`src/rtl/sc1a_pkg.sv`:
```
// Package for the set 1 scancode to ASCII decoder.
// Holds scancode constants, register indexes, the ASCII lookup tables and shared types.
// No dependencies.
package sc1a_pkg;

   localparam int SCAN_W = 8;
   localparam int CODE_W = 9;
   localparam int ROM_DEPTH = 58;
   localparam int ROM_IDX_W = 6;
   localparam int CSR_ADDR_W = 4;
   localparam int CSR_DATA_W = 32;

   localparam logic [SCAN_W-1:0] SC_LSHIFT = 8'h2A;
   localparam logic [SCAN_W-1:0] SC_RSHIFT = 8'h36;
   localparam logic [SCAN_W-1:0] SC_LSHIFT_BRK = 8'hAA;
   localparam logic [SCAN_W-1:0] SC_RSHIFT_BRK = 8'hB6;
   localparam logic [SCAN_W-1:0] SC_PREFIX = 8'hE0;
   localparam logic [SCAN_W-1:0] SC_UP = 8'h48;
   localparam logic [SCAN_W-1:0] SC_DOWN = 8'h50;
   localparam logic [SCAN_W-1:0] SC_LEFT = 8'h4B;
   localparam logic [SCAN_W-1:0] SC_RIGHT = 8'h4D;
   localparam logic [SCAN_W-1:0] SC_ENTER = 8'h1C;
   localparam logic [SCAN_W-1:0] SC_BKSP = 8'h0E;
   localparam logic [CODE_W-1:0] CODE_NL = 9'h00A;
   localparam logic [CODE_W-1:0] CODE_BKSP = 9'h008;

   localparam logic [CODE_W-1:0] UP_RESET = 9'd256;
   localparam logic [CODE_W-1:0] DOWN_RESET = 9'd257;
   localparam logic [CODE_W-1:0] LEFT_RESET = 9'd258;
   localparam logic [CODE_W-1:0] RIGHT_RESET = 9'd259;

   typedef enum logic [1:0] {
      REG_UP    = 2'd0,
      REG_DOWN  = 2'd1,
      REG_LEFT  = 2'd2,
      REG_RIGHT = 2'd3
   } reg_index_type;

   typedef struct packed {
      logic [CODE_W-1:0] up;
      logic [CODE_W-1:0] down;
      logic [CODE_W-1:0] left;
      logic [CODE_W-1:0] right;
   } arrow_codes_type;

   localparam logic [7:0] ROM_PLAIN [ROM_DEPTH] = '{
      8'h00, 8'h00, 8'h31, 8'h32, 8'h33, 8'h34, 8'h35, 8'h36,
      8'h37, 8'h38, 8'h39, 8'h30, 8'h2D, 8'h3D, 8'h00, 8'h00,
      8'h71, 8'h77, 8'h65, 8'h72, 8'h74, 8'h79, 8'h75, 8'h69,
      8'h6F, 8'h70, 8'h5B, 8'h5D, 8'h00, 8'h00,
      8'h61, 8'h73, 8'h64, 8'h66, 8'h67, 8'h68, 8'h6A, 8'h6B,
      8'h6C, 8'h3B, 8'h27, 8'h60, 8'h00, 8'h5C,
      8'h7A, 8'h78, 8'h63, 8'h76, 8'h62, 8'h6E, 8'h6D, 8'h2C,
      8'h2E, 8'h2F, 8'h00, 8'h2A, 8'h00, 8'h20
   };

   localparam logic [7:0] ROM_SHIFT [ROM_DEPTH] = '{
      8'h00, 8'h00, 8'h21, 8'h40, 8'h23, 8'h24, 8'h25, 8'h5E,
      8'h26, 8'h2A, 8'h28, 8'h29, 8'h5F, 8'h2B, 8'h00, 8'h00,
      8'h51, 8'h57, 8'h45, 8'h52, 8'h54, 8'h59, 8'h55, 8'h49,
      8'h4F, 8'h50, 8'h7B, 8'h7D, 8'h00, 8'h00,
      8'h41, 8'h53, 8'h44, 8'h46, 8'h47, 8'h48, 8'h4A, 8'h4B,
      8'h4C, 8'h3A, 8'h22, 8'h7E, 8'h00, 8'h7C,
      8'h5A, 8'h58, 8'h43, 8'h56, 8'h42, 8'h4E, 8'h4D, 8'h3C,
      8'h3E, 8'h3F, 8'h00, 8'h2A, 8'h00, 8'h20
   };

endpackage

```
`src/rtl/sc1a_csr.sv`:
```
// Arrow code registers behind the APB-style configuration port.
// Depends on sc1a_pkg.
module sc1a_csr (
   input  logic                             clock,
   input  logic                             reset,
   input  logic                             psel,
   input  logic                             penable,
   input  logic                             pwrite,
   input  logic [sc1a_pkg::CSR_ADDR_W-1:0]  paddr,
   input  logic [sc1a_pkg::CSR_DATA_W-1:0]  pwdata,
   output logic [sc1a_pkg::CSR_DATA_W-1:0]  prdata,
   output logic                             pready,
   output sc1a_pkg::arrow_codes_type        codes
);

   sc1a_pkg::arrow_codes_type codes_ff, codes_in;
   sc1a_pkg::reg_index_type   reg_idx;
   logic [sc1a_pkg::CODE_W-1:0] wdata;
   logic [sc1a_pkg::CODE_W-1:0] rdata;
   logic                        wr_en;

   assign reg_idx = sc1a_pkg::reg_index_type'(paddr[3:2]);
   assign wdata   = pwdata[sc1a_pkg::CODE_W-1:0];
   assign wr_en   = psel & penable & pwrite;
   assign pready  = 1'b1;

   always_comb begin
      codes_in = codes_ff;
      if (wr_en) begin
         case (reg_idx)
            sc1a_pkg::REG_UP:    codes_in.up    = wdata;
            sc1a_pkg::REG_DOWN:  codes_in.down  = wdata;
            sc1a_pkg::REG_LEFT:  codes_in.left  = wdata;
            sc1a_pkg::REG_RIGHT: codes_in.right = wdata;
            default:             codes_in = codes_ff;
         endcase
      end
   end

   always_comb begin
      case (reg_idx)
         sc1a_pkg::REG_UP:    rdata = codes_ff.up;
         sc1a_pkg::REG_DOWN:  rdata = codes_ff.down;
         sc1a_pkg::REG_LEFT:  rdata = codes_ff.left;
         sc1a_pkg::REG_RIGHT: rdata = codes_ff.right;
         default:             rdata = '0;
      endcase
   end

   assign prdata = {{(sc1a_pkg::CSR_DATA_W-sc1a_pkg::CODE_W){1'b0}}, rdata};
   assign codes  = codes_ff;

   always_ff @(posedge clock) begin
      if (reset) begin
         codes_ff.up    <= sc1a_pkg::UP_RESET;
         codes_ff.down  <= sc1a_pkg::DOWN_RESET;
         codes_ff.left  <= sc1a_pkg::LEFT_RESET;
         codes_ff.right <= sc1a_pkg::RIGHT_RESET;
      end else begin
         codes_ff <= codes_in;
      end
   end

endmodule

```
`src/rtl/sc1a_decode.sv`:
```
// Scancode decode: shift and extended-prefix flags plus ASCII table lookup.
// Depends on sc1a_pkg.
module sc1a_decode (
   input  logic                            clock,
   input  logic                            reset,
   input  logic                            advance,
   input  logic [sc1a_pkg::SCAN_W-1:0]     scan_byte,
   input  sc1a_pkg::arrow_codes_type       codes,
   output logic                            hit,
   output logic [sc1a_pkg::CODE_W-1:0]     key_code
);

   logic shift_ff, shift_in;
   logic prefix_ff, prefix_in;
   logic [sc1a_pkg::ROM_IDX_W-1:0] rom_idx;
   logic [7:0] rom_val;

   assign rom_idx = scan_byte[sc1a_pkg::ROM_IDX_W-1:0];
   assign rom_val = shift_ff ? sc1a_pkg::ROM_SHIFT[rom_idx] : sc1a_pkg::ROM_PLAIN[rom_idx];

   always_comb begin
      shift_in  = shift_ff;
      prefix_in = prefix_ff;
      hit       = 1'b0;
      key_code  = '0;
      if (prefix_ff) begin
         prefix_in = 1'b0;
         hit = 1'b1;
         case (scan_byte)
            sc1a_pkg::SC_UP:    key_code = codes.up;
            sc1a_pkg::SC_DOWN:  key_code = codes.down;
            sc1a_pkg::SC_LEFT:  key_code = codes.left;
            sc1a_pkg::SC_RIGHT: key_code = codes.right;
            default:            hit = 1'b0;
         endcase
      end else if (scan_byte == sc1a_pkg::SC_LSHIFT || scan_byte == sc1a_pkg::SC_RSHIFT) begin
         shift_in = 1'b1;
      end else if (scan_byte == sc1a_pkg::SC_LSHIFT_BRK
                   || scan_byte == sc1a_pkg::SC_RSHIFT_BRK) begin
         shift_in = 1'b0;
      end else if (scan_byte == sc1a_pkg::SC_PREFIX) begin
         prefix_in = 1'b1;
      end else if (scan_byte[7]) begin
         hit = 1'b0;
      end else if (scan_byte == sc1a_pkg::SC_ENTER) begin
         hit = 1'b1;
         key_code = sc1a_pkg::CODE_NL;
      end else if (scan_byte == sc1a_pkg::SC_BKSP) begin
         hit = 1'b1;
         key_code = sc1a_pkg::CODE_BKSP;
      end else if (scan_byte < 8'(sc1a_pkg::ROM_DEPTH)) begin
         hit = (rom_val != 8'h00);
         key_code = {1'b0, rom_val};
      end
   end

   always_ff @(posedge clock) begin
      if (reset) begin
         shift_ff  <= 1'b0;
         prefix_ff <= 1'b0;
      end else if (advance) begin
         shift_ff  <= shift_in;
         prefix_ff <= prefix_in;
      end
   end

endmodule

```
`src/rtl/scancode_set1_to_ascii_core.sv`:
```
// Top level of the set 1 scancode to ASCII decoder.
// Depends on sc1a_pkg, sc1a_csr and sc1a_decode.
//
// Usage:
//   Request channel (req_valid, req_stall, req_scan_byte) takes one raw
//   scancode byte per request. Response channel (rsp_valid, rsp_stall,
//   rsp_key_code) returns zero or one key code per request, in order.
//   Shift, shift release, the 0xE0 prefix, other releases and unmapped keys
//   give no response; the byte after 0xE0 gives a response only for arrows.
//   A request accepted into the input register is decoded from it, and its
//   response is then captured in the response register when not blocked.
//   Throughput: one request per cycle while no response is held; the input
//   and response registers form a two-stage pipeline with no bubbles.
//   When rsp_stall holds a pending response, the input register stalls and
//   req_stall rises while it holds a request; otherwise requests keep flowing.
//   Reset clears the pipeline, the shift and prefix flags, and loads the arrow
//   codes with 256..259. The user must write arrow codes over the csr_ port
//   at byte addresses 0, 4, 8, 12 only while the block is idle (not enforced).
module scancode_set1_to_ascii_core (
   input  logic                               clock,
   input  logic                               reset,
   input  logic                               req_valid,
   output logic                               req_stall,
   input  logic [sc1a_pkg::SCAN_W-1:0]        req_scan_byte,
   output logic                               rsp_valid,
   input  logic                               rsp_stall,
   output logic [sc1a_pkg::CODE_W-1:0]        rsp_key_code,
   input  logic                               csr_psel,
   input  logic                               csr_penable,
   input  logic                               csr_pwrite,
   input  logic [sc1a_pkg::CSR_ADDR_W-1:0]    csr_paddr,
   input  logic [sc1a_pkg::CSR_DATA_W-1:0]    csr_pwdata,
   output logic [sc1a_pkg::CSR_DATA_W-1:0]    csr_prdata,
   output logic                               csr_pready
);

   sc1a_pkg::arrow_codes_type codes;

   logic                          s1_valid_ff, s1_valid_in;
   logic [sc1a_pkg::SCAN_W-1:0]   s1_byte_ff, s1_byte_in;
   logic                          rsp_valid_ff, rsp_valid_in;
   logic [sc1a_pkg::CODE_W-1:0]   rsp_code_ff, rsp_code_in;
   logic                          out_blocked;
   logic                          s1_adv;
   logic                          dec_hit;
   logic [sc1a_pkg::CODE_W-1:0]   dec_code;

   sc1a_csr u_csr (
      .clock   (clock),
      .reset   (reset),
      .psel    (csr_psel),
      .penable (csr_penable),
      .pwrite  (csr_pwrite),
      .paddr   (csr_paddr),
      .pwdata  (csr_pwdata),
      .prdata  (csr_prdata),
      .pready  (csr_pready),
      .codes   (codes)
   );

   sc1a_decode u_decode (
      .clock     (clock),
      .reset     (reset),
      .advance   (s1_adv),
      .scan_byte (s1_byte_ff),
      .codes     (codes),
      .hit       (dec_hit),
      .key_code  (dec_code)
   );

   assign out_blocked = rsp_valid_ff & rsp_stall;
   assign s1_adv      = s1_valid_ff & ~out_blocked;
   assign req_stall   = s1_valid_ff & out_blocked;

   always_comb begin
      s1_valid_in  = s1_valid_ff;
      s1_byte_in   = s1_byte_ff;
      rsp_valid_in = rsp_valid_ff;
      rsp_code_in  = rsp_code_ff;
      if (!req_stall) begin
         s1_valid_in = req_valid;
         s1_byte_in  = req_scan_byte;
      end
      if (!out_blocked) begin
         rsp_valid_in = s1_adv & dec_hit;
         rsp_code_in  = dec_code;
      end
   end

   always_ff @(posedge clock) begin
      if (reset) begin
         s1_valid_ff  <= 1'b0;
         rsp_valid_ff <= 1'b0;
      end else begin
         s1_valid_ff  <= s1_valid_in;
         rsp_valid_ff <= rsp_valid_in;
      end
      s1_byte_ff  <= s1_byte_in;
      rsp_code_ff <= rsp_code_in;
   end

   assign rsp_valid    = rsp_valid_ff;
   assign rsp_key_code = rsp_code_ff;

   a_stall_needs_full_output: assert property (@(posedge clock) disable iff (reset)
      req_stall |-> (rsp_valid_ff && s1_valid_ff))
      else $error("request stalled without a held response");

   a_held_request_stable: assert property (@(posedge clock) disable iff (reset)
      req_stall |=> (s1_valid_ff && $stable(s1_byte_ff)))
      else $error("held request changed while output blocked");

   a_hit_reaches_output: assert property (@(posedge clock) disable iff (reset)
      (s1_adv && dec_hit) |=> (rsp_valid_ff && rsp_code_ff == $past(dec_code)))
      else $error("decoded key code lost on its way to the response register");

endmodule

```
`config.mk`:
```
export PLATFORM = sky130hd
export DESIGN_NAME = scancode_set1_to_ascii_core
export DESIGN_NICKNAME = d
export VERILOG_FILES = /design/src/rtl/sc1a_pkg.sv /design/src/rtl/sc1a_csr.sv /design/src/rtl/sc1a_decode.sv /design/src/rtl/scancode_set1_to_ascii_core.sv
export SDC_FILE = /design/constraint.sdc
export NUM_CORES = 1
export LEC_CHECK = 0
export BUFFER_PORTS_ARGS = -buffer_cell sky130_fd_sc_hd__buf_2
export CAP_MARGIN = 20
export CORE_UTILIZATION = 59
export CTS_CLUSTER_DIAMETER = 80
export DETAILED_ROUTE_END_ITERATION = 10
export PLACE_DENSITY = 0.91
export SLEW_MARGIN = 20
export SYNTH_ARGS = -nofsm -noshare
export SYNTH_HDL_FRONTEND = slang
export SYNTH_SLANG_ARGS = --single-unit
```
`constraint.sdc`:
```
create_clock -name clock -period 4.68 [get_ports clock]
set_input_delay 0.936 -clock clock [delete_from_list [all_inputs] [get_ports clock]]
set_output_delay 0.936 -clock clock [all_outputs]
set_load 0.01 [all_outputs]
```
; Word level (Yosys, flattened, before mapping)
; Memory sizes are Yosys's and may differ from the RTL's.
; Cells that the tools add are included.
[totals]
ff_bits = 57
romBits = 1024
input_bits = 51
output_inout_bits = 44
wordCells = 78
mem_count = 2
[classes]
n_lt_le_gt_ge = 2
eq_ne = 14
mux = 30
bitwise = 9
n_reduce_logical = 11
[mem_list]
columns = memory, depth, word_bits, read_ports, rd_clocked_by_memory_dff, wr, line_no
row1 = (no name shown), 64, 8, 1, 0, 0, sc1a_decode.sv:19  ; assign rom_val = shift_ff ? sc1a_pkg::ROM_SHIFT[rom_idx] : sc1a_pkg::ROM_PLAIN[rom_idx];
row2 = (no name shown), 64, 8, 1, 0, 0, sc1a_decode.sv:19
[ops]
columns = operator, count
row1 = one-hot mux 9 bit (4 select lines), 2
row2 = 2-to-1 mux 9 bit, 7
row3 = 2-to-1 mux 8 bit, 6
row4 = == test 8 x 7 -> 1 bit (second input constant), 4
row5 = == test 8 bit (second input constant), 3
row6 = == test 8 x 6 -> 1 bit (second input constant), 2
row7 = 2-to-1 mux 1 bit, 15
row8 = == test 8 x 4 -> 1 bit (second input constant), 1
row9 = == test 8 x 5 -> 1 bit (second input constant), 1
row10 = < comparator 8 x 6 -> 1 bit (second input constant), 1
row11 = AND reduction 2 bit, 4
row12 = nonzero test 8 bit, 1
row13 = >= comparator 7 bit (second input constant), 1
row14 = NOT 6 -> 7 bit, 1
row15 = AND 1 bit, 6
row16 = == test 2 bit (second input constant), 2
row17 = OR reduction 4 bit, 1
row18 = AND reduction 3 bit, 1
row19 = == test 2 x 1 -> 1 bit (second input constant), 1
row20 = logical NOT 2 bit, 1
row21 = logical OR 1 bit, 2
row22 = NOT 1 bit, 2
row23 = nonzero test 2 bit, 1

; Depth between registers and ports, before layout
[depth]
word_depth = 15
ltp_mapped = 11
depth_no_buf = 9

; By module
; A second synthesis with hierarchy kept.
[hier_totals]
cells_unflattened = 453
area_unflattened_um2 = 4194.0
[modules_own_cells]
columns = module, n_inst, cells_each, area_each_um2, seq_area_each_um2
row1 = sc1a_csr, 1, 181, 1898.1, 720.7
row2 = sc1a_decode, 1, 245, 1700.4, 40.0
row3 = scancode_set1_to_ascii_core, 1, 27, 595.6, 550.5

; Least setup slack after synthesis
; OpenSTA, ideal clock, no wires.
[synth_timing]
path_kind = input to output
start = input csr_paddr[3] in the netlist's numbering
end = output csr_prdata[8] in the netlist's numbering
t_arrival_ns = 1.845
required_ns = 3.744
slack_ns = 1.899
path_stages = 2
path_buffers = 1
cell_sequence = clkbuf_1 > mux4_2
[synth_between]
elab_chain_len = 2
elab_cells_between_ends = 5
classes_between = eq/ne (3) / mux (1) / reduce/logical (1)
[synth_rtl]
columns = item, line_no
row1 = "start, declared", scancode_set1_to_ascii_core.sv:31  ; input logic [sc1a_pkg::CSR_ADDR_W-1:0] csr_paddr,
row2 = == test 2 bit (tied with other cells), sc1a_csr.sv:41  ; case (reg_idx)
row3 = one-hot mux 9 bit (4 select lines) (*), sc1a_csr.sv:41
row4 = "end, declared", scancode_set1_to_ascii_core.sv:33  ; output logic [sc1a_pkg::CSR_DATA_W-1:0] csr_prdata,
; Mark *: on every way between the ends. The rest lies on a longest branch, timed or not.

; Worst setup path in the final report
[layout_timing]
start = register s1_byte_ff[1] in the netlist's numbering
end = register rsp_valid_ff (netlist: rsp_valid)
[layout_between]
elab_chain_len = 15
elab_cells_between_ends = 34
classes_between = order compare (1) / eq/ne (11) / mux (14) / bitwise (2) / reduce/logical (4) / memory (2)
[layout_rtl]
columns = item, line_no
row1 = "start, declared", scancode_set1_to_ascii_core.sv:40  ; logic [sc1a_pkg::SCAN_W-1:0] s1_byte_ff, s1_byte_in;
row2 = "start signal, assigned", scancode_set1_to_ascii_core.sv:98  ; s1_byte_ff <= s1_byte_in;
row3 = NOT 6 -> 7 bit (implied by the code), sc1a_decode.sv:19
row4 = memory read (64 x 8 bit), n/a
row5 = 2-to-1 mux 8 bit (implied by the code) (2 in series), sc1a_decode.sv:19
row6 = 2-to-1 mux 8 bit, sc1a_decode.sv:19
row7 = nonzero test 8 bit, sc1a_decode.sv:52  ; hit = (rom_val != 8'h00);
row8 = 2-to-1 mux 1 bit, sc1a_decode.sv:51  ; end else if (scan_byte < 8'(sc1a_pkg::ROM_DEPTH)) begin
row9 = 2-to-1 mux 1 bit, sc1a_decode.sv:48  ; end else if (scan_byte == sc1a_pkg::SC_BKSP) begin
row10 = 2-to-1 mux 1 bit, sc1a_decode.sv:45  ; end else if (scan_byte == sc1a_pkg::SC_ENTER) begin
row11 = 2-to-1 mux 1 bit, sc1a_decode.sv:43  ; end else if (scan_byte[7]) begin
row12 = 2-to-1 mux 1 bit, sc1a_decode.sv:41  ; end else if (scan_byte == sc1a_pkg::SC_PREFIX) begin
row13 = 2-to-1 mux 1 bit, sc1a_decode.sv:38  ; end else if (scan_byte == sc1a_pkg::SC_LSHIFT_BRK
row14 = 2-to-1 mux 1 bit, sc1a_decode.sv:36  ; end else if (scan_byte == sc1a_pkg::SC_LSHIFT || scan_byte == sc1a_pkg::SC_RSHIFT) begin
row15 = 2-to-1 mux 1 bit (*), sc1a_decode.sv:26  ; if (prefix_ff) begin
row16 = AND 1 bit (*), scancode_set1_to_ascii_core.sv:85  ; rsp_valid_in = s1_adv & dec_hit;
row17 = "end signal, assigned", scancode_set1_to_ascii_core.sv:96  ; rsp_valid_ff <= rsp_valid_in;
row18 = "end, declared", scancode_set1_to_ascii_core.sv:41  ; logic rsp_valid_ff, rsp_valid_in;
; Mark *: on every way between the ends. The rest lies on a longest branch, timed or not. The select of a mux whose other input is x is not followed.
; A chain may end at the register's enable or synchronous reset.

==> implementation parameters <==
Parameter                              Value

Outcome
  Outcome ... complete, but fails checks
  Violations in the final reports ... DRC

GRT
  Via count of the first global-routing pass ... about 3,300
  Antenna violations before repair ... 0
  Leftover overflow at the end of global routing ... 0
  Global-route wire length before repair ... 16.0 mm
  GR Util All Layers ... about 29%
  Pin count of the biggest net entering global routing ... 47

Critical path
  R2R Path End ... rsp_valid
  Reg-to-reg startpoint ... s1_byte_ff[1]
  Crit Path Category ... flop to flop
  Critical path data arrival time ... 3500 ps
  Max FO, Critical Path ... 16
  Worst setup startpoint ... s1_byte_ff[1]
  Crit path launch type ... flop
  CP endpoint ... rsp_valid
  Flop-to-flop setup slack ... about 1400 ps
  CP required ... 4870 ps
  Crit end category ... flop
  Worst reg2reg path depth ... 9

Placement
  Pre-CTS setup slack ... about 1500 ps
  Input/output buffers ... 45
  Last weighted congestion value of the routability-driven placer ... between 0.9 and 1
  Placed wire-length estimate after detailed placement ... 6.59 mm

Timing
  Max Transition Viols Final ... 0
  Fmax ... around 0.30 GHz
  Remaining max-slew budget at the tightest pin ... about 33%
  Hold violation total from the final report ... 0
  Worst-margin pin slew ... approximately 1000 ps
  Sum of negative setup slack ... 0 ps
  Crit share post-route ... roughly 71%
  Final setup violation count ... 0
  Final min period ... 3310 ps
  Setup repair after global routing missed its margin ... false
  Post-route setup slack ... approximately 1400 ps
  Clock skew after layout ... roughly 12 ps
  Final Hold Slack ... about 500 ps

Synthesis
  Syn_area_per_cell ... 9.06 um^2
  Gate count after technology mapping ... approximately 440
  Number of synthesized register bits ... 57
  Mapped cell area ... 0.00396 mm^2
  Count of warnings emitted by yosys ... 0
  Library cells used by synthesis ... 61
  Number of enable-type register cells in the synthesized netlist ... 17
  Most used DFF post-synth ... dfxtp_1
  Sequential fraction of the synthesis area ... about a third
  Post-synth ARST share ... 0%

Clocking
  Clock tree root driver cell ... clkbuf_8
  H-tree depth ... 3
  Hold buffers post-CTS ... 0
  Clock-pin slew of the registers on the worst-case setup and hold paths ... about 60 ps
  Number of clock sinks ... 57
  Number of instances resized during post-cts repair ... 0
  Later-pin clock latency in the skew report ... roughly 340 ps
  CTS tree ... built
  Post CTS Setup Buffer Count ... 0
  Number of buffers inserted during clock tree synthesis ... 9
  Max clock buf depth ... 2

Drt
  Average routed wire per standard cell ... ~18 um
  Number of optimization iterations in the first detailed-route pass ... 8
  Starting DRT DRC Count ... roughly 590
  Post-route DRC violation count ... 14
  Count of antenna-violating nets left after detailed routing ... 0
  Routed via count divided by cell count ... between 6 and 7
  Vias ... ~3,600
  Total wire length ... 9.81 mm

Worst hold path
  Class of the most critical hold timing path ... flop to flop

Floorplan
  Count of boundary I/O pins ... 95
  Chip height ... 83.9 um
  Count of standard-cell rows ... 29
  Initial Utilization ... 61.7%
  Area of the die ... ~0.007 mm^2
  Area of the core ... ~0.0064 mm^2
  Width of the chip ... between 80 and 90 um

Power
  Leakage power ... about 0.0018 uW
  Power per Cell Area ... between 200 and 300 mW/mm^2
  Maximum VDD drop ... approximately 260 uV

Finish
  Relative area change from synthesis to final layout ... 6.95%
  Highest-count cells in the layout ignoring fill and taps ... nor2_1, buf_2, dfxtp_1
  Sequential standard cell area ... between 0.001 and 0.0015 mm^2
  Layout Utilization ... between 60% and 70%
  Final antenna diode count ... 0
  Multi-input combinational cell area ... 0.00233 mm^2
  Final-layout fill cell count ... 509
  Nets ... 526
  Most common cell after layout, fill and taps aside ... nor2_1
  Share of cells above drive strength 1 ... about a fifth

Run
  Max-capacitance violation count ... 0
==> worst max-delay path, stage by stage, from the launching register on <==
cell      delay, ps
edfxtp_1        730
inv_1           330
ha_1            390
nor2b_1         220
nand2b_1        180
mux4_2          450
a211oi_2        300
nand3_1         120
nor4_2          310
o22ai_1         120
==> cell usage after synthesis, types with 4 or more instances <==
master    number  area, um^2
clkbuf_1      11        41.3
o21ai_0       18        90.1
nor3_1         7        35.0
buf_1          6        22.5
or3_1          5        31.3
o21a_1         4        30.0
nor2b_1        9        56.3
nand3_1       10        50.1
buf_2         10        50.1
a211o_1       11        96.3
a21boi_0       7        52.6
mux2i_1       30         300
edfxtp_1      17         510
a211oi_1       4        30.0
a21oi_1       24         120
ha_1          12         150
nand2_1       22        82.6
nand2b_1      10        62.6
a221oi_1       4        35.0
a222oi_1       7        70.1
inv_1         13        48.8
buf_4         26         195
dfxtp_1       40         801
nor2_1        53         199
mux4_2        11         248
o22ai_1       11        68.8
==> report_power, final <==
group / total, uW / switching (uW) / leakage (uW) / internal (uW)
clock network: 428 / 204 / 0.000102 / 224
logic: 174 / 106 / 0.00114 / 68.2
registers: 538 / 18.6 / 0.000518 / 520
total: 1140 / 329 / 0.00176 / 812
==> layer usage <==
| metal | GRT usage, % | routed length, um | vias up |
|---|---|---|---|
| li1 | - | - | 1623 |
| met1 | 38.2 | 3930 | 1663 |
| met2 | 44.5 | 4600 | 250 |
| met3 | 5.34 | 1030 | 29 |
| met4 | 14.6 | 252 | 0 |
| met5 | 0 | 0 | - |
==> kinds of logic after synthesis <==
family,synth area share [%]
adders and majority gates,3.79
and+or+nand+nor,17.9
DFF,33.1
muxes,14.4
other,0.190
buffers and inverters,10.1
AOI/OAI and AO/OA,20.5
==> worst min path at each step <==
stage          slack, ps  cells past startpoint              end             from
2_1_floorplan        450                      1   u_csr.codes[0]   u_csr.codes[0]
5_1_grt              530                      1   u_csr.codes[1]   u_csr.codes[1]
6_report             510                      1  u_csr.codes[10]  u_csr.codes[10]
3_3_place_gp         470                      1   u_csr.codes[8]   u_csr.codes[8]
4_1_cts              500                      1  u_csr.codes[10]  u_csr.codes[10]
3_5_place_dp         480                      1  u_csr.codes[10]  u_csr.codes[10]
==> sequential cells by signal, summed over array words and instances, names as in the netlist <==
signal              count
s1_valid_ff             1
u_csr.codes            36
rsp_valid               1
s1_byte_ff              8
u_decode.prefix_ff      1
rsp_key_code            9
u_decode.shift_ff       1
==> per-stage QoR <==
step,instance area [um^2],total power [uW],cells
floorplan,4040,690,459
global placement,4040,713,528
detailed placement,4040,717,528
CTS,4230,1140,544
global route,4240,1180,545
finish,4240,1140,545
==> final cells by class <==
| type | count | share of cell area [%] |
|---|---|---|
| multi-input cells | 332 | 55.1 |
| inverters | 14 | 1.24 |
| clock inverters | 6 | 0.916 |
| flip-flops and latches | 57 | 31.0 |
| clock buffers | 10 | 3.52 |
| well taps | 77 | 2.27 |
| repair buffers | 49 | 6.03 |
Note: power is estimated with default switching activity, not from simulation.
